--- config.mk ---
export PLATFORM = sky130hd
export DESIGN_NAME = imh_ram
export DESIGN_NICKNAME = d
export VERILOG_FILES = /design/src/indexed_min_heap_by_timestamp_defines.svh /design/src/imh_ram.sv
export SDC_FILE = /design/constraint.sdc
export NUM_CORES = 1
export LEC_CHECK = 0
export BUFFER_PORTS_ARGS = -buffer_cell sky130_fd_sc_hd__buf_4
export CORE_MARGIN = 2
export CORE_UTILIZATION = 40
export CTS_BUF_LIST = sky130_fd_sc_hd__clkbuf_8
export CTS_CLUSTER_DIAMETER = 200
export DETAILED_ROUTE_END_ITERATION = 8
export REMOVE_ABC_BUFFERS = 1
export SETUP_SLACK_MARGIN = 0.5
export SYNTH_ARGS = -nofsm -noshare
export SYNTH_HDL_FRONTEND = slang
export SYNTH_SLANG_ARGS = --single-unit
--- constraint.sdc ---
create_clock -name clk -period 1.7 [get_ports clk]
set_input_delay 0.17 -clock clk [delete_from_list [all_inputs] [get_ports clk]]
set_output_delay 0.17 -clock clk [all_outputs]
set_load 0.01 [all_outputs]
--- src/indexed_min_heap_by_timestamp_defines.svh ---
// assertion macros for the indexed min-heap
// no dependencies
`ifndef INDEXED_MIN_HEAP_BY_TIMESTAMP_DEFINES_SVH
`define INDEXED_MIN_HEAP_BY_TIMESTAMP_DEFINES_SVH
`define IMH_ASSERT(label, clk, rst_n, prop, msg) \
  label: assert property (@(posedge clk) disable iff (!rst_n) prop) else $error(msg);
`define IMH_ASSERT_NR(label, clk, prop, msg) \
  label: assert property (@(posedge clk) prop) else $error(msg);
`endif

--- src/imh_ram.sv ---
// generic single-port ram with registered read
// no dependencies
module imh_ram #(
  parameter int WIDTH = 8,
  parameter int DEPTH = 16
) (
  input  logic                     clk,
  input  logic                     we,
  input  logic [$clog2(DEPTH)-1:0] addr,
  input  logic [WIDTH-1:0]         wdata,
  output logic [WIDTH-1:0]         rdata
);
  logic [WIDTH-1:0] mem [DEPTH];
  always_ff @(posedge clk) begin
    if (we) begin
      mem[addr] <= wdata;
    end
    rdata <= mem[addr];
  end
endmodule

==> impl_metrics.json <==
{
  "fmax_mhz": 756.2,
  "nets": 299,
  "wl_per_cell_um": 20.35,
  "io_buffer_count": 21,
  "worstSetupPathType": "register to register",
  "rsz0062_at_grt": "yes",
  "p_seq_share_pct": 58.8,
  "antenna_found_initial": 0,
  "place_area_um2": 5625,
  "drc_errors": 0,
  "finalSetupViolCount": 0,
  "finish.instance_area_um2": 5988,
  "synth_ff_type": "edfxtp_1",
  "hp-class": "input port to register",
  "cts_buffers": 17,
  "clkTransAtPathRegs_ns": 0.07,
  "rrSetupSlack_ns": 0.38,
  "grt_pass1_vias": 2394,
  "synth_area_leader_cell": "edfxtp_1",
  "period_needed_ns": 1.322,
  "finClkSkew_ns": 0.003985,
  "crit_required_ns": 2.01,
  "coreArea_um2": 12520,
  "crit_fanout": 1,
  "synth_top_area_share_pct": 75.85,
  "die-area_um2": 13590,
  "syn2layout_area_growth_pct": 18.17,
  "switching_power_uw": 1368,
  "ant_nets": 0,
  "fill_cells": 1067,
  "synthesis.area_um2": 5067,
  "crit_start": "mem[3][7]",
  "hold_viol_final": 0,
  "power_density_nw_per_um2": 1070,
  "top_level_ports": 22,
  "cts_tree": "done",
  "ctsHtreeMaxLevel": 4,
  "worstMarginPinSlew_ns": 0.8922,
  "grt_pass1_wl_mm": 14.58,
  "cts.sinks": 136,
  "gr-total-overflow": 0,
  "timing.critical_path.to": "rdata[7]",
  "gp_congestion": 0.7150,
  "synth_seq_area_share_pct": 79.01,
  "ys_seq_elements": 136,
  "reg2reg_from": "mem[3][7]",
  "ys_warn_count": 0,
  "dp_hpwl_mm": 6.246,
  "start_util_pct": 40.48,
  "ys_top_cells_by_count": "edfxtp_1 (128), mux4_2 (32), a22oi_1 (16)",
  "drive_above_1_share_pct": 38.05,
  "routed_wl_mm": 9.543,
  "power.total_uw": 6410,
  "synth_most_common_cell": "edfxtp_1",
  "p_int_uw": 5042,
  "status": "finished, final reports clean",
  "startpoint_type": "register",
  "clkLatencyLatePin_ns": 0.42,
  "drv_cap": 0,
  "swShare_pct": 21.35,
  "p_comb_share_pct": 6.4,
  "clkPwrFrac_pct": 34.8,
  "cp.arrival_ns": 1.63,
  "grt_max_degree": 17,
  "ctsRootBufferMaster": "clkbuf_8",
  "reg2reg_to": "rdata[7]",
  "drt_pass1_iterations": 4,
  "vias": 2340,
  "grt_usage_pct": 15.65,
  "p_leak_uw": 0.001963,
  "dp.cells": 438,
  "end_kind": "register",
  "relSlewSlack_pct": 40.30,
  "fp.dieW_um": 116.6,
  "rows": 41,
  "ir_drop_mv": 0.6259,
  "clk_path_buf_depth": 2,
  "drv_slew": 0,
  "postCtsHoldBufs": 0,
  "synth_cells": 230,
  "ys_types": 18,
  "async_reset_ff_share_pct": 0,
  "r2r_cells": 3,
  "avgSynthCellArea_um2": 22.03,
  "finalNonFillerCells": 469,
  "antenna_cells": 0,
  "final.setup.tns_ns": 0,
  "finalCritPeriodShare_pct": 77.79,
  "dr.first_iter.drc_count": 224,
  "synth_edf_count": 128,
  "postCtsSetupRepairBufs": 0,
  "routed_via_density": 4.989,
  "holdCritStartpoint": "wdata[0]",
  "dieHeight_um": 116.6,
  "synth_area_leaders": "edfxtp_1 (76%), mux4_2 (14%), dfxtp_1 (3.2%)"
}
[critical path: stages, from the launching register on]
cell and delay (ns):
edfxtp_1 0.38, mux4_2 0.51, a22oi_2 0.23, nand2_1 0.09
[logic make-up (layout without fill, tap and decap cells)]
family,after synthesis,in the layout,synth area share (%)
compound gates,16,16,2.370
flops,136,136,79.01
buf+inv,11,78,1.185
mux,32,32,14.22
simple gates,35,35,3.210
[power by group through the flow]
stage | registers [uW] | logic [uW] | clock network (uW)
floorplan | 3850 | 154 | 0
global placement | 3840 | 401 | 0
detailed placement | 3840 | 409 | 0
CTS | 3770 | 418 | 2280
global route | 3770 | 447 | 2440
finish | 3770 | 412 | 2230
[metrics by stage]
stage	hold WS [ns]	util [%]	setup WS (ns)
5_1_grt	0.03386	47.84	0.3613
4_1_cts	0.03125	47.76	0.3938
3_5_place_dp	0.4938	44.94	0.07933
3_3_place_gp	0.4802	44.94	0.08356
2_1_floorplan	0.2689	-	0.03713
6_report	0.05508	47.84	0.3776
[per-layer routing]
metal / wire [um] / vias up / track usage (%)
met5: 0 / - / 0
met4: 99 / 0 / 5.412
met3: 359 / 9 / 5.034
met2: 4818 / 45 / 25.27
met1: 4265 / 1216 / 20.21
li1: - / 1070 / -
[how the worst min path moves through the flow]
| stage | end | slack (ns) | cells after the start |
|---|---|---|---|
| 2_1_floorplan | mem[0][0] | 0.27 | 0 |
| 3_3_place_gp | mem[4][5] | 0.48 | 1 |
| 3_5_place_dp | mem[2][5] | 0.49 | 1 |
| 4_1_cts | mem[4][0] | 0.03 | 1 |
| 5_1_grt | mem[6][0] | 0.03 | 1 |
| 6_report | mem[6][0] | 0.06 | 1 |
[state kept, by name (all words and copies together), names as in the netlist]
| name | cells |
|---|---|
| mem | 128 |
| rdata | 8 |
[cells in the final DEF, fill, tap and decap left out, types with 3 or more instances in the layout]
cell	Yosys	routed
a22oi_1	16	9
a22oi_2	0	7
buf_12	0	4
buf_4	0	43
clkbuf_8	0	17
clkinv_1	0	3
clkinv_2	0	6
dfxtp_1	8	8
edfxtp_1	128	128
mux4_2	32	32
nand2_1	9	9
nor2_1	13	13
nor3_1	4	4
[cell type report]
type / count / area [um2] / share of cell area [%]
clock inverter: 14 / 93.84 / 1.567
multi-input combinational: 83 / 1039 / 17.34
tap: 172 / 215.2 / 3.594
timing repair buffer: 47 / 402.9 / 6.728
clock buffer: 17 / 234.0 / 3.907
sequential: 136 / 4004 / 66.86
[timing repair]
action / in CTS / in global routing
setup endpoints to repair: 8 / 8
pin swaps: 3 / 4
gates resized for setup: 5 / 2
hold endpoints to repair: 0 / 0
No activity file was read; power rests on OpenSTA's default activity.
